File: src/sv/ats_pkg.sv
package ats_pkg;

	// result kinds
	typedef enum logic [1:0] {
		KIND_BYTE = 2'd0,
		KIND_END  = 2'd1,
		KIND_ERR  = 2'd2
	} kind_t;

	// comment tracking
	typedef enum logic [1:0] {
		CP_NONE = 2'd0,
		CP_OPEN = 2'd1,
		CP_BODY = 2'd2
	} cphase_t;

	localparam int unsigned MaxResults = 4;
	localparam int unsigned IdxW       = $clog2(MaxResults);
	localparam int unsigned CntW       = $clog2(MaxResults + 1);

	localparam logic [7:0] CH_SLASH = 8'h2F;
	localparam logic [7:0] CH_STAR  = 8'h2A;
	localparam logic [7:0] CH_SEMI  = 8'h3B;
	localparam logic [7:0] CH_NL    = 8'h0A;
	localparam logic [7:0] CH_SPACE = 8'h20;
	localparam logic [7:0] CH_TAB   = 8'h09;
	localparam logic [7:0] CH_CR    = 8'h0D;

	typedef struct packed {
		kind_t      kind;
		logic [7:0] token_byte;
		logic       is_eof_token;
	} res_t;

	typedef struct packed {
		logic [CntW-1:0]             count;
		res_t [MaxResults-1:0]       ent;
	} res_list_t;

	typedef struct packed {
		logic    token_open;
		logic    slash_pending;
		cphase_t comment_phase;
		logic    prev_star;
	} scan_state_t;

	// load request from the scanner to the result buffer
	typedef struct packed {
		logic      load;
		res_list_t lst;
	} load_req_t;

	function automatic logic is_punct(input logic [7:0] c);
		logic r;
		case (c) inside
			8'h21, 8'h22, 8'h23, 8'h25, 8'h26, 8'h27, 8'h28, 8'h29,
			8'h2A, 8'h2B, 8'h2C, 8'h2D, 8'h3A, 8'h3B, 8'h3C, 8'h3D,
			8'h3E, 8'h3F, 8'h40, 8'h5B, 8'h5C, 8'h5D, 8'h5E, 8'h60,
			8'h7B, 8'h7C, 8'h7D, CH_NL: r = 1'b1;
			default: r = 1'b0;
		endcase
		return r;
	endfunction

	function automatic res_t mk_res(input kind_t k, input logic [7:0] b, input logic e);
		res_t r;
		r.kind         = k;
		r.token_byte   = b;
		r.is_eof_token = e;
		return r;
	endfunction

endpackage

File: src/sv/ats_in_if.sv
interface ats_in_if;
	logic       valid;
	logic       ready;
	logic [7:0] ch;
	logic       at_end;

	modport source (output valid, output ch, output at_end, input ready);
	modport sink   (input valid, input ch, input at_end, output ready);
endinterface

File: src/sv/ats_out_if.sv
interface ats_out_if;
	logic       valid;
	logic       ready;
	logic [1:0] kind;
	logic [7:0] token_byte;
	logic       is_eof_token;
	logic       last;

	modport source (output valid, output kind, output token_byte, output is_eof_token,
		output last, input ready);
	modport sink   (input valid, input kind, input token_byte, input is_eof_token,
		input last, output ready);
endinterface

File: src/sv/ats_decode.sv
module ats_decode import ats_pkg::*; (
	input  scan_state_t st,
	input  logic [7:0]  ch,
	input  logic        at_end,
	output res_list_t   lst,
	output scan_state_t nxt
);

	logic [CntW-1:0] n;
	logic            do_plain;

	// one item: build its result list and the next scanner state
	always_comb begin
		lst      = '0;
		n        = '0;
		nxt      = st;
		do_plain = 1'b0;
		if (st.comment_phase != CP_NONE) begin
			if (at_end) begin
				// unterminated comment
				lst.ent[n[IdxW-1:0]] = mk_res(KIND_ERR, 8'h00, 1'b0);
				n = n + 1'b1;
				lst.ent[n[IdxW-1:0]] = mk_res(KIND_BYTE, 8'h00, 1'b1);
				n = n + 1'b1;
				lst.ent[n[IdxW-1:0]] = mk_res(KIND_END, 8'h00, 1'b0);
				n = n + 1'b1;
				nxt.comment_phase = CP_NONE;
				nxt.prev_star     = 1'b0;
			end else if (st.comment_phase == CP_OPEN) begin
				nxt.prev_star     = (ch == CH_STAR);
				nxt.comment_phase = CP_BODY;
			end else if (st.prev_star && ch == CH_SLASH) begin
				nxt.comment_phase = CP_NONE;
				nxt.prev_star     = 1'b0;
			end else begin
				nxt.prev_star = (ch == CH_STAR);
			end
		end else begin
			do_plain = 1'b1;
			if (st.slash_pending) begin
				nxt.slash_pending = 1'b0;
				if (!at_end && ch == CH_STAR) begin
					nxt.comment_phase = CP_OPEN;
					nxt.prev_star     = 1'b0;
					do_plain          = 1'b0;
				end else if (!at_end && ch == CH_SLASH) begin
					// double slash stands for a separator
					lst.ent[n[IdxW-1:0]] = mk_res(KIND_BYTE, CH_SEMI, 1'b0);
					n = n + 1'b1;
					lst.ent[n[IdxW-1:0]] = mk_res(KIND_END, 8'h00, 1'b0);
					n = n + 1'b1;
					do_plain = 1'b0;
				end else begin
					lst.ent[n[IdxW-1:0]] = mk_res(KIND_BYTE, CH_SLASH, 1'b0);
					n = n + 1'b1;
					lst.ent[n[IdxW-1:0]] = mk_res(KIND_END, 8'h00, 1'b0);
					n = n + 1'b1;
				end
			end
			if (do_plain) begin
				if (at_end || is_punct(ch)) begin
					if (st.token_open) begin
						lst.ent[n[IdxW-1:0]] = mk_res(KIND_END, 8'h00, 1'b0);
						n = n + 1'b1;
					end
					nxt.token_open = 1'b0;
					lst.ent[n[IdxW-1:0]] = mk_res(KIND_BYTE, at_end ? 8'h00 : ch, at_end);
					n = n + 1'b1;
					lst.ent[n[IdxW-1:0]] = mk_res(KIND_END, 8'h00, 1'b0);
					n = n + 1'b1;
				end else if (ch == CH_SPACE || ch == CH_TAB || ch == CH_CR ||
						ch == CH_SLASH) begin
					if (st.token_open) begin
						lst.ent[n[IdxW-1:0]] = mk_res(KIND_END, 8'h00, 1'b0);
						n = n + 1'b1;
					end
					nxt.token_open = 1'b0;
					if (ch == CH_SLASH) begin
						nxt.slash_pending = 1'b1;
					end
				end else begin
					lst.ent[n[IdxW-1:0]] = mk_res(KIND_BYTE, ch, 1'b0);
					n = n + 1'b1;
					nxt.token_open = 1'b1;
				end
			end
		end
		lst.count = n;
	end

endmodule

File: src/sv/ats_serializer.sv
module ats_serializer import ats_pkg::*; (
	input  logic         clk,
	input  logic         arst_n,
	input  load_req_t    req,
	output logic         can_load,
	ats_out_if.source    tokens
);

	logic                  busy_q;
	logic [IdxW-1:0]       idx_q;
	logic [CntW-1:0]       cnt_q;
	res_t [MaxResults-1:0] ent_q;
	logic [CntW-1:0]       cnt_m1;
	logic                  on_last;
	res_t                  cur;

	// current result and last flag
	assign cnt_m1  = cnt_q - 1'b1;
	assign on_last = (idx_q == cnt_m1[IdxW-1:0]);
	assign cur     = ent_q[idx_q];

	assign can_load = !busy_q || (tokens.ready && on_last);

	assign tokens.valid        = busy_q;
	assign tokens.kind         = cur.kind;
	assign tokens.token_byte   = cur.token_byte;
	assign tokens.is_eof_token = cur.is_eof_token;
	assign tokens.last         = on_last;

	// control: busy flag and read index
	always_ff @(posedge clk or negedge arst_n) begin
		if (!arst_n) begin
			busy_q <= 1'b0;
			idx_q  <= '0;
			cnt_q  <= '0;
		end else begin
			if (req.load && can_load && req.lst.count != '0) begin
				busy_q <= 1'b1;
				idx_q  <= '0;
				cnt_q  <= req.lst.count;
			end else if (busy_q && tokens.ready) begin
				if (on_last) begin
					busy_q <= 1'b0;
				end else begin
					idx_q <= idx_q + 1'b1;
				end
			end
		end
	end

	// result entries
	always_ff @(posedge clk) begin
		if (req.load && can_load && req.lst.count != '0) begin
			ent_q <= req.lst.ent;
		end
	end

endmodule

File: src/sv/assembler_token_splitter_unit.sv
// channel  | dir | payload                                   | handshake
// src      | in  | ch[7:0], at_end                           | valid/ready
// tokens   | out | kind[1:0], token_byte[7:0], is_eof_token, | valid/ready
//          |     | last                                      |
//
// an item enters the input register, and the results it causes (zero to
// four) are loaded into the result buffer and sent out in order through
// its single read port; an item without results retires at once, and the
// buffer can take new results as its last result is taken.
// reset clears the scanner state and both valid flags.
// a stalled output holds the buffer while the input register keeps one item.
module assembler_token_splitter_unit import ats_pkg::*; (
	input  logic      clk,
	input  logic      arst_n,
	ats_in_if.sink    src,
	ats_out_if.source tokens
);

	logic        valid_s1;
	logic [7:0]  ch_s1;
	logic        at_end_s1;
	scan_state_t st_q;
	scan_state_t st_nxt;
	res_list_t   lst;
	load_req_t   req;
	logic        can_load;
	logic        move_s1;

	ats_decode u_decode (
		.st     (st_q),
		.ch     (ch_s1),
		.at_end (at_end_s1),
		.lst    (lst),
		.nxt    (st_nxt)
	);

	// hand the item to the buffer, or retire it at once when it has no result
	assign move_s1   = valid_s1 && (lst.count == '0 || can_load);
	assign src.ready = !valid_s1 || move_s1;
	assign req.load  = valid_s1;
	assign req.lst   = lst;

	ats_serializer u_serializer (
		.clk      (clk),
		.arst_n   (arst_n),
		.req      (req),
		.can_load (can_load),
		.tokens   (tokens)
	);

	// input register control and scanner state
	always_ff @(posedge clk or negedge arst_n) begin
		if (!arst_n) begin
			valid_s1           <= 1'b0;
			st_q.token_open    <= 1'b0;
			st_q.slash_pending <= 1'b0;
			st_q.comment_phase <= CP_NONE;
			st_q.prev_star     <= 1'b0;
		end else begin
			if (src.ready) begin
				valid_s1 <= src.valid;
			end
			if (move_s1) begin
				st_q <= st_nxt;
			end
		end
	end

	// input register payload
	always_ff @(posedge clk) begin
		if (src.valid && src.ready) begin
			ch_s1     <= src.ch;
			at_end_s1 <= src.at_end;
		end
	end

endmodule
File: src/flat_wrapper.sv
// flat-port wrapper written by rule: the top's interface ports become plain ports
module assembler_token_splitter_unit_flat import ats_pkg::*;
  (clk, arst_n, src_valid, src_ch, src_at_end, src_ready, tokens_valid, tokens_kind, tokens_token_byte, tokens_is_eof_token, tokens_last, tokens_ready);
  ats_in_if src_i ();
  ats_out_if tokens_i ();
  input  logic clk;
  input  logic arst_n;
  input wire logic [$bits(src_i.valid)-1:0] src_valid;
  input wire logic [$bits(src_i.ch)-1:0] src_ch;
  input wire logic [$bits(src_i.at_end)-1:0] src_at_end;
  output wire logic [$bits(src_i.ready)-1:0] src_ready;
  output wire logic [$bits(tokens_i.valid)-1:0] tokens_valid;
  output wire logic [$bits(tokens_i.kind)-1:0] tokens_kind;
  output wire logic [$bits(tokens_i.token_byte)-1:0] tokens_token_byte;
  output wire logic [$bits(tokens_i.is_eof_token)-1:0] tokens_is_eof_token;
  output wire logic [$bits(tokens_i.last)-1:0] tokens_last;
  input wire logic [$bits(tokens_i.ready)-1:0] tokens_ready;
  assign src_i.valid = src_valid;
  assign src_i.ch = src_ch;
  assign src_i.at_end = src_at_end;
  assign src_ready = src_i.ready;
  assign tokens_valid = tokens_i.valid;
  assign tokens_kind = tokens_i.kind;
  assign tokens_token_byte = tokens_i.token_byte;
  assign tokens_is_eof_token = tokens_i.is_eof_token;
  assign tokens_last = tokens_i.last;
  assign tokens_i.ready = tokens_ready;
  assembler_token_splitter_unit u_core (.clk(clk), .arst_n(arst_n), .src(src_i), .tokens(tokens_i));
endmodule
File: config.mk
export PLATFORM = sky130hd
export DESIGN_NAME = assembler_token_splitter_unit_flat
export DESIGN_NICKNAME = d
export VERILOG_FILES = /design/src/sv/ats_pkg.sv /design/src/sv/ats_in_if.sv /design/src/sv/ats_out_if.sv /design/src/sv/ats_decode.sv /design/src/sv/ats_serializer.sv /design/src/sv/assembler_token_splitter_unit.sv /design/src/flat_wrapper.sv
export SDC_FILE = /design/constraint.sdc
export NUM_CORES = 1
export LEC_CHECK = 0
export BUFFER_PORTS_ARGS = -buffer_cell sky130_fd_sc_hd__buf_2
export CORE_UTILIZATION = 53
export DETAILED_ROUTE_END_ITERATION = 6
export HOLD_SLACK_MARGIN = 0.1
export PLACE_DENSITY = 0.86
export SLEW_MARGIN = 20
export SYNTH_ARGS = -nofsm -noshare
export SYNTH_HDL_FRONTEND = slang
export SYNTH_SLANG_ARGS = --single-unit
File: constraint.sdc
create_clock -name clk -period 3.9 [get_ports clk]
set_input_delay 0.585 -clock clk [delete_from_list [all_inputs] [get_ports clk]]
set_output_delay 0.585 -clock clk [all_outputs]
set_load 0.01 [all_outputs]
======== Yosys cells after proc, flatten, opt, wreduce, memory -nomap -nowiden ========
Cells that the tools add are included.
word-level totals
  flip-flop bits (word level) ............. 64
  bits of input ports ..................... 13
  output and inout bits ................... 14
  word-level logic and storage cells ...... 177
operators by class
  $add $sub $neg .......................... 5
  magnitude comparators ................... 7
  eq/ne operators ......................... 36
  muxes and demuxes ....................... 62
  bitwise logic cells ..................... 8
  reduce and logical (&&, ||, !) cells .... 37
operators by type and width
  operator                                             number
  2-to-1 mux 44 bit                                    6
  == test 8 x 6 -> 1 bit (second input constant)       20
  bitwise mux 44 bit                                   2
  NOT 40 bit                                           2
  == test 8 x 7 -> 1 bit (second input constant)       9
  demux 11 bit (select 2 bit)                          3
  2-to-1 mux 33 bit                                    2
  2-to-1 mux 11 bit                                    4
  2-to-1 mux 22 bit                                    2
  2-to-1 mux 3 bit                                     14
  AND 20 x 40 -> 40 bit                                1
  AND 40 bit                                           1
  2-to-1 mux 32 bit                                    1
  OR reduction 28 bit                                  1
  == test 8 x 4 -> 1 bit (second input constant)       3
  binary-select mux 11 bit (select 2 bit)              1
  2-to-1 mux 21 bit                                    1
  2-to-1 mux 1 bit                                     17
  2-to-1 mux 2 bit                                     7
  logical AND 1 bit                                    12
  < comparator 2 x 3 -> 1 bit (second input constant)  4
  nonzero test 2 bit                                   5
  adder 3 x 1 -> 3 bit (second input constant)         3
  2-to-1 mux 8 bit                                     1
  19 further kinds                                     33

======== Logic depth before layout (Yosys ltp) ========
Gate-level depths: netlist of run 1.
  word-level depth ........................ 22
  gate-level depth with buffers ........... 10

======== By module ========
From an unflattened synthesis of run 1, not the netlist that was laid out.
second synthesis, totals
  cells, all modules ...................... 286
  area, all modules ....................... 3470.8 µm²
by module, submodules not included
  module                         times used  cells each  area each (µm²)  seq. area each (µm²)
  ats_serializer                 1           90          1903.1           1446.4
  ats_decode                     1           170         1048.5           0.0
  assembler_token_splitter_unit  1           26          519.2            420.4

======== Worst setup path after synthesis of run 1 ========
OpenSTA, ideal clock, no wires.
  path type ............................... register -> register
  from .................................... register u_core.ch_s1[3]
  to ...................................... register u_core.u_serializer.ent_q[0] (netlist name), enable pin
  arrival ................................. 3.708 ns
  data required time ...................... 3.461 ns
  path slack .............................. -0.247 ns
  cell stages (with the launch flop) ...... 9
  buffers on the path ..................... 1
  period minus slack after synthesis ...... 4.147 ns
  cells stage by stage .................... edfxtp_1 -> clkbuf_1 -> nand2_1 -> o22ai_1 -> a2111oi_2 -> nand2_1 -> o31ai_2 -> nor2_1 -> nor2_1
between the ends
  word-level cells in the longest chain between the ends .. 17
ends and longest elaborated chain
  what                    RTL line                                              RTL
  start, declared         assembler_token_splitter_unit.sv:20                   logic [7:0] ch_s1;
  start signal, assigned  assembler_token_splitter_unit.sv:72                   ch_s1 <= src.ch;
  == test 8 x 6 -> 1 bit  ats_decode.sv:42, ats_decode.sv:61
  logical AND 1 bit       ats_decode.sv:42                                      if (!at_end && ch == CH_STAR) begin
  2-to-1 mux 2 bit        ats_decode.sv:42
  2-to-1 mux 2 bit        ats_decode.sv:40                                      if (st.slash_pending) begin
  2-to-1 mux 3 bit        ats_decode.sv:18                                      if (st.comment_phase != CP_NONE) begin
  adder 3 x 1 -> 3 bit    ats_decode.sv:64, ats_decode.sv:75, ats_decode.sv:83
  2-to-1 mux 3 bit        ats_decode.sv:62, ats_decode.sv:73
  2-to-1 mux 3 bit        ats_decode.sv:61                                      if (at_end || is_punct(ch)) begin
  2-to-1 mux 3 bit        ats_decode.sv:60                                      if (do_plain) begin
  2-to-1 mux 3 bit        ats_decode.sv:18
  adder 3 x 1 -> 3 bit    ats_decode.sv:68                                      n = n + 1'b1;
  adder 3 x 1 -> 3 bit    ats_decode.sv:70                                      n = n + 1'b1;
  2-to-1 mux 3 bit        ats_decode.sv:61
  2-to-1 mux 3 bit *      ats_decode.sv:60
  2-to-1 mux 3 bit *      ats_decode.sv:18
  nonzero test 3 bit *    ats_serializer.sv:53                                  if (req.load && can_load && req.lst.count != '0) begin
  logical AND 1 bit *     ats_serializer.sv:53
  end signal, assigned    ats_serializer.sv:54                                  ent_q <= req.lst.ent;
  end, declared           ats_serializer.sv:12                                  res_t [MaxResults-1:0] ent_q;
Mark *: on every way between the ends. The rest lies on a longest branch, timed or not. The select of a mux whose other input is x is not followed.
A chain may end at the register's enable or synchronous reset.

======== Worst setup path after layout of run 1 ========
  from .................................... register u_core.ch_s1[5]
  to ...................................... output src_ready
between the ends
  word-level cells in the longest chain between the ends .. 19
ends and longest elaborated chain
  what                    RTL line                                              RTL
  == test 8 x 6 -> 1 bit  ats_decode.sv:42, ats_decode.sv:61
  logical AND 1 bit       ats_decode.sv:42
  2-to-1 mux 2 bit        ats_decode.sv:42
  2-to-1 mux 2 bit        ats_decode.sv:40
  2-to-1 mux 3 bit        ats_decode.sv:18
  adder 3 x 1 -> 3 bit    ats_decode.sv:64, ats_decode.sv:75, ats_decode.sv:83
  2-to-1 mux 3 bit        ats_decode.sv:62, ats_decode.sv:73
  2-to-1 mux 3 bit        ats_decode.sv:61
  [... 3 more ...]        --
  adder 3 x 1 -> 3 bit    ats_decode.sv:70
  2-to-1 mux 3 bit        ats_decode.sv:61
  2-to-1 mux 3 bit *      ats_decode.sv:60
  2-to-1 mux 3 bit *      ats_decode.sv:18
  logical NOT 3 bit *     assembler_token_splitter_unit.sv:38                   assign move_s1 = valid_s1 && (lst.count == '0 || can_load);
  logical OR 1 bit *      assembler_token_splitter_unit.sv:38
  logical AND 1 bit *     assembler_token_splitter_unit.sv:38
  logical OR 1 bit *      assembler_token_splitter_unit.sv:39                   assign src.ready = !valid_s1 || move_s1;
  end, declared           flat_wrapper.sv:11                                    output wire logic [$bits(src_i.ready)-1:0] src_ready;
Marked as above.

==> results of run 1 <==
==> kinds of logic after synthesis <==
group	share of synthesized area, %
muxes	7.898
AOI/OAI and AO/OA	12.88
xor gates and xnor gates	1.676
and+or+nand+nor	17.67
DFF	56.64
buffers and inverters	3.111
other	0.1196
==> worst paths after layout <==
kind	start	endpoint	slack (ns)	cells past startpoint
setup / recovery	u_core.ch_s1[5]$_DFFE_PP_	src_ready	0.41	7
max in group asynchronous	arst_n	u_core.st_q[0]$_DFFE_PN0P_	3.58	1
hold / removal	arst_n	u_core.u_serializer.idx_q[1]$_DFFE_PN0P_	0.11	1
min in group clk	src_ch[7]	u_core.ch_s1[7]$_DFFE_PP_	0.42	1
hold reg to reg	u_core.u_serializer.cnt_q[1]$_DFFE_PN0P_	u_core.u_serializer.cnt_q[1]$_DFFE_PN0P_	0.54	1
setup reg to reg	u_core.ch_s1[5]$_DFFE_PP_	u_core.u_serializer.ent_q[36]$_SDFFCE_PP0P_	0.61	8
==> synth_stat cells (all sizes together) (3+ instances only) <==
| cell type | number | area [um^2] |
|---|---|---|
| a21oi | 22 | 110.1 |
| a31oi | 3 | 18.77 |
| and2 | 8 | 52.55 |
| buf | 7 | 37.53 |
| clkbuf | 12 | 45.04 |
| dfrtp | 11 | 275.3 |
| edfxtp | 50 | 1501 |
| inv | 3 | 11.26 |
| mux4 | 10 | 225.2 |
| nand2 | 27 | 103.9 |
| nand2b | 11 | 68.82 |
| nand3 | 5 | 25.02 |
| nor2 | 30 | 112.6 |
| nor3 | 7 | 45.04 |
| nor4 | 5 | 46.29 |
| o21a | 4 | 30.03 |
| o21ai | 14 | 73.82 |
| o22ai | 3 | 18.77 |
| o31ai | 3 | 27.52 |
| xnor2 | 3 | 26.28 |
| xor2 | 3 | 26.28 |
==> layout by cell type, fill, tap and decap left out, types with 2 or more instances in the layout <==
cell type / synthesis / layout
a21oi_1: 22 / 22
a31oi_1: 3 / 3
a41oi_1: 2 / 2
and2_1: 7 / 7
and3_1: 2 / 2
buf_2: 3 / 26
buf_4: 0 / 2
clkbuf_8: 0 / 9
clkinv_1: 1 / 3
clkinv_2: 0 / 2
conb_1: 1 / 2
dfrtp_1: 11 / 11
edfxtp_1: 50 / 50
inv_1: 3 / 3
mux4_2: 10 / 10
nand2_1: 26 / 26
nand2b_1: 11 / 11
nand3_1: 5 / 5
nand4b_1: 2 / 2
nor2_1: 30 / 29
nor3_1: 5 / 5
nor3_2: 2 / 2
nor3b_1: 2 / 2
nor4_1: 4 / 4
o21a_1: 4 / 4
o21ai_0: 4 / 4
o21ai_1: 9 / 9
o21bai_1: 2 / 2
o22ai_1: 3 / 3
o2bb2ai_1: 2 / 2
o31ai_1: 2 / 2
xnor2_1: 3 / 3
xor2_1: 3 / 3
==> power breakdown <==
part / switching, mW / leakage (nW) / internal (mW)
registers: 0.252 / 0.605 / 1.05
logic: 0.689 / 0.541 / 0.507
clock network: 0.237 / 0.0899 / 0.284
total: 1.18 / 1.24 / 1.84
==> sequential cells by signal, summed over array words and instances (netlist names) <==
signal	cells
u_core.at_end_s1	1
u_core.ch_s1	8
u_core.st_q	5
u_core.u_serializer.cnt_q	2
u_core.u_serializer.ent_q	41
u_core.u_serializer.idx_q	2
u_core.u_serializer.tokens.valid	1
u_core.valid_s1	1
==> routing by layer <==
layer | GRT usage, % | share of wire [%] | vias to the layer above
met5 | 0 | 0 | -
met4 | 9.091 | 1.1 | 0
met3 | 6.437 | 6.2 | 5
met2 | 33.39 | 48 | 96
met1 | 29.47 | 45 | 1070
li1 | - | - | 1048
==> final cells by class <==
cell class,instances,area (um^2),share of cell area (%)
clock inverter,6,55.05,1.582
inverter,4,15.01,0.4315
clock buffer,9,123.9,3.560
sequential,61,1777,51.06
timing repair buffer,28,145.1,4.171
multi-input combinational,187,1274,36.61
tap,72,90.09,2.589
==> critical path, stage by stage (launching register included) <==
cell and delay [ns]:
edfxtp_1 0.55, or4b_1 0.41, nor3_2 0.10, a2111oi_2 0.34
nand2_1 0.23, o31ai_2 0.54, o211ai_1 0.21, buf_2 0.19
==> metrics.md, run 1 <==
| Metric | Value |
|---|---|
| Status | finished clean |
| Register area share after synthesis | 56.64% |
| Clock buffer depth | 2 |
| Unrepaired setup endpoints after global routing | no |
| Slew headroom | 48.73% |
| Crit Path Class | register to output pin |
| GRT overflow | 0 |
| Clock slew at reported path FFs | 0.07 ns |
| Area after DPL | 3301 um^2 |
| Power after layout | 3.018 mW |
| GRT Overall Usage | 21.92% |
| Max_cap viols | 0 |
| Post-Layout Cell Count | 367 |
| Die Wd | 78.93 um |
| Clock Skew | 0.006914 ns |
| Pre-CTS setup slack | 0.6568 ns |
| I/O Buffers | 26 |
| Cts repair resizes | 0 |
| # IOs | 27 |
| Clock Latency Late Sink | 0.34 ns |
| Cell area power density | 867.4 nW/um^2 |
| Nets | 304 |
| Worst-Margin Slew | 0.7691 ns |
| EDFF count, synth | 50 |
| Row cnt | 27 |
| CP arrival | 2.91 ns |
| Vias in the first global route | 2084 |
| Synth cell types | 53 |
| Final worst slack | 0.4052 ns |
| Area of the mapped netlist | 3137 um^2 |
| Via count | 2219 |
| Fin area | 3480 um^2 |
| Worst min-delay path category | primary input to async pin |
| DP HPWL | 4.199 mm |
| Die H | 78.93 um |
| First-pass GRT wire length | 10.06 mm |
| Post-CTS setup buffer count | 0 |
| Fin util | 62.05% |
| Fillers | 465 |
| CORE AREA | 5608 um^2 |
| Detail-routed via count per cell | 6.046 |
| CP startpoint kind | register |
| Hold buffers post-CTS | 0 |
| Total negative slack | 0 ns |
| Diodes inserted | 0 |
| Period utilization | 89.61% |
| Die area | 6230 um^2 |
| Placer Congestion | 0.8593 |
| Crit. End Element | output pin |
| CTS tree | done |
| # setup viols final | 0 |
| 1st-iter DRT viols | 246 |
| Ys flop type | edfxtp_1 |
| Drc violations | 0 |
| P_leak | 1.235 nW |
| TritonCTS Sinks | 61 |
| FMAX | 286.1 MHz |
| Total CTS buffers | 9 |
| Register bit count reported by yosys | 61 |
| Initial antenna violation count | 0 |
| Antenna-violating nets left | 0 |
| Post-Route WL | 6.061 mm |
| Hold Worst Slack | 0.1079 ns |
| Ys async rst share | 18.03% |
| Peak supply drop | 0.0004681 V |
| Min Clock Period, post-route | 3.495 ns |
| DR WL/cell | 16.51 um |
| Pre-antenna DRT Iters | 5 |
| Slew Viols, Final | 0 |
| Pin count of the biggest net entering global routing | 42 |
| Worst-path fanout max | 12 |
| H-Tree Depth | 3 |
| Worst Path Required | 3.31 ns |
| Layout Area Growth over Synthesis | 10.93% |
| Post-Place Cells | 352 |
| Yosys warns | 0 |
| Root Buffer | clkbuf_8 |
| Share of layout cells above drive strength 1 | 21.36% |
| Fin. Hold Viols | 0 |
| Synthesized area per cell | 11.62 um^2 |
| Synth Instances | 270 |
| Initial Util | 55.93% |
No activity file was read; power rests on OpenSTA's default activity.
==> inputs of run 2 (changes only) <==
Settings changed: ABC_AREA set to 1, CORE_UTILIZATION 53 to 54, PLACE_DENSITY 0.86 to 0.87.
==> run 2 against run 1 <==
  * Die area up 5.4%
  * Final cell count grew 34%
  * Worst setup slack gained 0.47 ns
  * Register-to-register slack gained 0.64 ns
  * Highest routed layer unchanged
  * Via count is 25% higher
  * Clock power rose by 6.1%
  * Synthesized cell count grew 41%
  * Critical endpoint unchanged
==> metrics.md, run 2 <==
| Metric | Value |
|---|---|
| Clock Skew | 0.006895 ns (-0.00001838 ns) |
| Nets | 425 (+40%) |
| Clock buffer depth | 2 (unchanged) |
| Post-CTS setup buffer count | 0 (unchanged) |
| Synth cell types | 38 (-28%) |
| Critical path cell sequence | inv_2 -> nand2_4 -> nor2_4 -> nand3_2 -> nand2_2 -> inv_4 -> o21ai_2 -> nor2_2 -> nand2_2 -> nand3_2 -> nor2_4 -> nor2_2 -> nand2_2 -> buf_2 |
| Pin count of the biggest net entering global routing | 46 (+9.5%) |
| Post-Route WL | 7.370 mm (+22%) |
| Crit. End Element | output pin |
| CP arrival | 2.44 ns (-0.47 ns) |
| Unrepaired setup endpoints after global routing | no |
| Clk pwr share | 18.3% (+1.0 points) |
| Most flop-heavy register | u_core.u_serializer.ent_q |
| Register area share after synthesis | 52.67% (-4.0 points) |
| CP max stage cell | edfxtp_1 |
| Top flop regs | u_core.u_serializer.ent_q: 41 flops, u_core.ch_s1: 8 flops, u_core.st_q: 5 flops |
| Status | finished clean |
| Crit-path leading delay family | simple AND/OR/NAND/NOR gates |
| CTS tree | done |
| TritonCTS Sinks | 61 (unchanged) |
| Register bit count reported by yosys | 61 (unchanged) |
| Area of the mapped netlist | 3373 um^2 (+7.5%) |
| Synthesized area per cell | 8.830 um^2 (-24%) |
| Row cnt | 28 (+3.7%) |
| Diodes inserted | 0 (unchanged) |
| Ys async rst share | 18.03% (unchanged) |
| Clock slew at reported path FFs | 0.06 ns (about the same) |
| 1st-iter DRT viols | 237 (-3.7%) |
| Cts repair resizes | 0 (unchanged) |
| Dominant cells by area after synthesis | edfxtp_1 (45%), nand2_1 (8.3%), dfrtp_1 (8.2%) |
| # setup viols final | 0 (unchanged) |
| Placer Congestion | 0.9421 (+9.6%) |
| FMAX | 330.8 MHz (+16%) |
| Layout Area Growth over Synthesis | 11.50% |
| GRT Overall Usage | 24.99% (+3.1 points) |
| CP dominant cell by count | nand2_2 |
| Slew headroom | 55.95% (+7.2 points) |
| EDFF count, synth | 50 (unchanged) |
| I/O Buffers | 26 (unchanged) |
| Detail-routed via count per cell | 5.636 (-6.8%) |
| Yosys warns | 0 (unchanged) |
| Most frequent cell after synthesis | nand2_1 |
| Cell area power density | 804.0 nW/um^2 (-7.3%) |
| Switching pwr | 1.264 mW (+7.3%) |
| Antenna-violating nets left | 0 (unchanged) |
| Fillers | 501 (+7.7%) |
| Fin. Hold Viols | 0 (unchanged) |
| P_leak | 1.587 nW (+28%) |
| Min Clock Period, post-route | 3.023 ns (-0.4716 ns) |
| Clock Latency Late Sink | 0.35 ns (about the same) |
| Sequential power share | 39.4% (-3.7 points) |
| Most common cell after layout, fill and taps aside | nand2_1 |
| Internal power | 1.760 mW (-4.4%) |
| Total CTS buffers | 9 (unchanged) |
| Die Wd | 81.04 um (+2.7%) |
| Period utilization | 77.52% (-12 points) |
| Hold buffers post-CTS | 1 (+1) |
| DR WL/cell | 14.98 um (-9.3%) |
| Sw frac | 41.80% (+2.8 points) |
| CORE AREA | 5956 um^2 (+6.2%) |
| Root Buffer | clkbuf_8 |
| Share of layout cells above drive strength 1 | 20.38% (-0.97 points) |
| Synth Instances | 382 (+41%) |
| Final worst slack | 0.8768 ns (+0.4716 ns) |
| Pre-antenna DRT Iters | 5 (unchanged) |
| Die H | 81.04 um (+2.7%) |
| Max reg flops | 41 (unchanged) |
| H-Tree Depth | 3 (unchanged) |
| Worst-path fanout max | 12 (unchanged) |
| Logic pwr share | 42.3% (+2.7 points) |
| Total negative slack | 0 ns (unchanged) |
| Worst-Margin Slew | 0.6601 ns (-0.1090 ns) |
| Peak supply drop | 0.0004278 V (-8.6%) |
| Drc violations | 0 (unchanged) |
| Dominant cell type by area after synthesis | edfxtp_1 |
| Max_cap viols | 0 (unchanged) |
| # IOs | 27 (unchanged) |
| Slew Viols, Final | 0 (unchanged) |
| Worst min-delay path category | primary input to register |
| Initial Util | 56.64% (+0.70 points) |
| CP bufs+invs | 3 (+2) |
| Initial antenna violation count | 0 (unchanged) |
| Share of the synthesized area in the top cell type | 44.51% (-3.4 points) |
| DP HPWL | 5.316 mm (+27%) |
| Synth cell count leaders | nand2_1 (75), nor2_1 (71), edfxtp_1 (50) |
| Ys flop type | edfxtp_1 |
| Vias in the first global route | 2585 (+24%) |
| First-pass GRT wire length | 11.88 mm (+18%) |
| Worst Path Required | 3.31 ns (about the same) |
| Die area | 6567 um^2 (+5.4%) |
| Max incr delay on CP | 0.49 ns (-0.06 ns) |
| Crit Path Class | register to output pin |
| GRT overflow | 0 (unchanged) |
| Most frequent cells in the layout | nand2_1 (75), nor2_1 (71), edfxtp_1 (50) |
| CP startpoint kind | register |
| Via count | 2773 (+25%) |
| Pre-CTS setup slack | 1.253 ns (+0.5963 ns) |
==> run 2: worst paths after layout <==
| path | start | end | slack (ns) | cells after the start |
|---|---|---|---|---|
| hold / removal | src_ch[7] | u_core.ch_s1[7]$_DFFE_PP_ | 0.41 | 1 |
| setup reg to reg | u_core.ch_s1[4]$_DFFE_PP_ | u_core.u_serializer.ent_q[35]$_SDFFCE_PP0P_ | 1.25 | 14 |
| min in group asynchronous | arst_n | u_core.u_serializer.idx_q[1]$_DFFE_PN0P_ | 0.65 | 2 |
| hold reg to reg | u_core.st_q[0]$_DFFE_PN0P_ | u_core.st_q[0]$_DFFE_PN0P_ | 0.50 | 2 |
| setup / recovery | u_core.ch_s1[4]$_DFFE_PP_ | src_ready | 0.88 | 14 |
| max in group asynchronous | arst_n | u_core.valid_s1$_DFFE_PN0P_ | 3.04 | 2 |
==> run 2: cells by family (layout without fill, tap and decap cells) <==
logic type	Yosys count	in the layout	share of synthesized area, %
AND/OR/NAND/NOR	204	204	29.64
flip-flops	61	61	52.67
buffers and inverters	51	85	6.380
AO/OA/AOI/OAI	63	63	10.68
other	1	2	0.1112
XOR/XNOR	2	2	0.5194
==> run 2: worst register-to-register path, stage by stage, from the launching register on <==
cell and delay [ns]:
edfxtp_1 0.49, inv_2 0.18, nand2_4 0.08, nor2_4 0.18
nand3_2 0.10, nand2_2 0.23, inv_4 0.10, o21ai_2 0.09
nor2_2 0.07, nand2_2 0.07, nand3_2 0.10, nor2_4 0.14
nor2_2 0.06, nand2_4 0.09, clkinv_4 0.29
==> run 2: layer usage <==
layer | global-route usage, % | part of all wire, % | vias up
met5 | 0 | 0 | -
li1 | - | - | 1345
met2 | 40.25 | 47 | 152
met1 | 31.06 | 43 | 1254
met4 | 13.39 | 2.7 | 0
met3 | 5.955 | 7.4 | 22
==> run 2: cell type report <==
cell class	instances	area, um^2	share of cell area, %
clock buffer	12	145.1	3.859
tap	75	93.84	2.495
timing repair buffer	29	155.1	4.125
multi-input combinational	271	1385	36.83
clock inverter	4	47.55	1.264
sequential	61	1777	47.24
inverter	40	157.7	4.192
==> run 2: power by group through the flow <==
stage	clock (mW)	sequential [mW]	combinational [mW]
4_1_cts	0.555	1.19	1.28
3_5_place_dp	0	1.20	1.28
3_3_place_gp	0	1.19	1.24
2_1_floorplan	0	1.15	0.965
5_1_grt	0.583	1.21	1.44
6_report	0.553	1.19	1.28
==> run 2: per-stage QoR <==
step,utilization (%),instance area [um^2],total power [mW],hold WS (ns),cells
finish,63.15,3761,3.024,0.4095,492
global route,63.15,3761,3.236,0.3976,492
CTS,63.15,3761,3.027,0.4025,492
detailed placement,59.75,3558,2.479,0.4691,475
global placement,59.75,3558,2.424,0.4651,475
floorplan,-,3377,2.113,0.2894,383
==> inputs of run 3 (changes only) <==
Settings changed: ABC_AREA 1 to 0, CORE_UTILIZATION 54 to 53, PLACE_DENSITY 0.87 to 0.86.
Clock period 3.9 ns to 2.53 ns, I/O delays scaled along.
==> run 3 against run 2 <==
  * The run now ends with negative setup slack left
  * Worst setup slack worse by 1.2 ns
  * Sequential cell count is the same
  * Utilization grew 9.2 points
  * Global-route usage decreased by 0.33 points
  * First-iteration DRC count rose by 41%
  * Power rose by 93%
  * Via count decreased by 9.8%
  * Largest power group unchanged
==> metrics.md, run 3 (synthesis results as in run 1) <==
| Metric | Value |
|---|---|
| Clock slew at reported path FFs | 0.07 ns (about the same) |
| Layout Area Growth over Synthesis | 29.36% |
| Pin count of the biggest net entering global routing | 21 (-54%) |
| Slew headroom | 59.58% (+3.6 points) |
| Max_cap viols | 0 (unchanged) |
| Most frequent cells in the layout | edfxtp_1 (50), buf_4 (40), nor2_1 (28) |
| 1st-iter DRT viols | 334 (+41%) |
| Initial Util | 55.93% (-0.70 points) |
| Clock Latency Late Sink | 0.34 ns (about the same) |
| H-Tree Depth | 3 (unchanged) |
| Most flop-heavy register | u_core.u_serializer.ent_q |
| GRT Overall Usage | 24.67% (-0.33 points) |
| Area after DPL | 3582 um^2 (+0.67%) |
| Initial antenna violation count | 0 (unchanged) |
| Crit Path Class | register to output pin |
| GRT overflow | 0 (unchanged) |
| RR Endpoint | u_core.u_serializer.ent_q[40]$_SDFFCE_PP0P_ |
| TritonCTS Sinks | 61 (unchanged) |
| Max reg flops | 41 (unchanged) |
| Slew Viols, Final | 0 (unchanged) |
| DP HPWL | 4.673 mm (-12%) |
| Most common cell after layout, fill and taps aside | edfxtp_1 |
| Share of layout cells above drive strength 1 | 34.01% (+14 points) |
| Failing checks | negative setup slack |
| CORE AREA | 5608 um^2 (-5.8%) |
| Total CTS buffers | 9 (unchanged) |
| Post-Layout Cell Count | 416 (-15%) |
| Pre-CTS setup slack | -0.1539 ns (-1.407 ns) |
| Worst min-delay path category | primary input to register |
| Hold Worst Slack | 0.2097 ns (-0.1998 ns) |
| CP startpoint kind | register |
| Period utilization | 112.0% |
| Pre-antenna DRT Iters | 6 (+1) |
| Diodes inserted | 0 (unchanged) |
| Detail-routed via count per cell | 6.012 (+6.7%) |
| # IOs | 27 (unchanged) |
| Min-Delay Path Depth | 1 (unchanged) |
| FMAX | 353.0 MHz |
| Clock Skew | 0.01187 ns (+0.004976 ns) |
| # setup viols final | 53 (+53) |
| Antenna-violating nets left | 0 (unchanged) |
| Crit. End Element | output pin |
| Reg2Reg Launch Point | u_core.ch_s1[7]$_DFFE_PP_ |
| Via count | 2501 (-9.8%) |
| CP arrival | 2.45 ns (about the same) |
| Min Clock Period, post-route | 2.833 ns |
| Root Buffer | clkbuf_8 |
| Cell area power density | 1439 nW/um^2 (+79%) |
| Nets | 352 (-17%) |
| Post-Place Cells | 385 (-19%) |
| Reg2Reg Depth | 11 (-3) |
| Clock buffer depth | 2 (unchanged) |
| Worst-path fanout max | 6 (-6) |
| Fin area | 4058 um^2 (+7.9%) |
| Min-Delay Endpoint | u_core.ch_s1[7]$_DFFE_PP_ |
| Status | complete, but fails checks |
| CTS tree | done |
| P_leak | 1.545 nW (-2.6%) |
| Die area | 6230 um^2 (-5.1%) |
| Unrepaired setup endpoints after global routing | yes |
| Post-Route WL | 7.405 mm (+0.47%) |
| First-pass GRT wire length | 11.31 mm (-4.8%) |
| Worst Path Required | 2.15 ns (-1.16 ns) |
| R2R Setup Slk | -0.22 ns (-1.47 ns) |
| Final worst slack | -0.3027 ns (-1.180 ns) |
| I/O Buffers | 26 (unchanged) |
| DR WL/cell | 17.80 um (+19%) |
| Die Wd | 78.93 um (-2.6%) |
| Worst-Margin Slew | 0.6063 ns (-0.05373 ns) |
| Fin. Hold Viols | 0 (unchanged) |
| Peak supply drop | 0.0007760 V (+81%) |
| Fin util | 72.36% (+9.2 points) |
| Drc violations | 0 (unchanged) |
| Die H | 78.93 um (-2.6%) |
| Placer Congestion | 0.8900 (-5.5%) |
| Top flop regs | u_core.u_serializer.ent_q: 41 flops, u_core.ch_s1: 8 flops, u_core.st_q: 5 flops |
| Row cnt | 27 (-3.6%) |
| Vias in the first global route | 2329 (-9.9%) |
| Hold_sp | src_ch[7] |
[run 3: final cells by class]
type	count	area [um^2]
Clock buffer	12	155.1
Fill cell	370	1550
Clock inverter	4	95.09
Sequential cell	61	1777
Inverter	4	15.01
Timing Repair Buffer	75	591.8
Tap cell	72	90.09
Multi-Input combinational cell	188	1334
[run 3: metrics by stage]
stage               power, mW  TNS [ns]
global route            6.120    -15.21
finish                  5.839    -8.758
floorplan               3.389    -17.82
global placement        4.153    -4.299
CTS                     5.551    -5.102
detailed placement      4.253    -7.503
[run 3: timing repair]
action | 4_1_cts | 5_1_grt
gates resized for setup | 6 | 5
hold buffers | 1 | 0
pin swaps | 3 | 4
gates cloned | 2 | 3
setup endpoints to repair | 52 | 55
endpoints found under the hold margin | 11 | 0
buffers inserted | 4 | 6
[run 3: power by group]
group | internal, mW | total (mW) | switching [mW] | leakage [nW]
sequential | 1.61 | 1.83 | 0.216 | 0.605
combinational | 1.42 | 2.93 | 1.52 | 0.814
clock | 0.707 | 1.07 | 0.368 | 0.127
[run 3: worst max path at each step]
stage                     slack [ns]                                     endpoint                 startpoint
after global routing           -0.43                                    src_ready  u_core.ch_s1[7]$_DFFE_PP_
after detailed placement       -0.15  u_core.u_serializer.ent_q[17]$_SDFFCE_PP0P_  u_core.ch_s1[6]$_DFFE_PP_
final                          -0.30                                    src_ready  u_core.ch_s1[7]$_DFFE_PP_
after floorplan                -0.40   u_core.u_serializer.ent_q[0]$_SDFFCE_PP0P_  u_core.ch_s1[4]$_DFFE_PP_
after CTS                      -0.25                                    src_ready  u_core.ch_s1[6]$_DFFE_PP_
after global placement         -0.09  u_core.u_serializer.ent_q[40]$_SDFFCE_PP0P_  u_core.ch_s1[6]$_DFFE_PP_
[run 3: critical path, stage by stage (launching register included)]
cell      delay, ns
edfxtp_1       0.39
or4b_4         0.63
buf_4          0.17
nor3_2         0.18
nand2_1        0.14
o21ai_2        0.12
mux2i_4        0.10
o211ai_1       0.22
buf_2          0.17
[run 3: metal layers]
layer	part of all wire, %	global-route usage, %	vias up
li1	-	-	1143
met1	39	29.99	1158
met2	50	42.09	161
met3	7.8	5.172	39
met4	3.2	11.45	0
met5	0	0	-
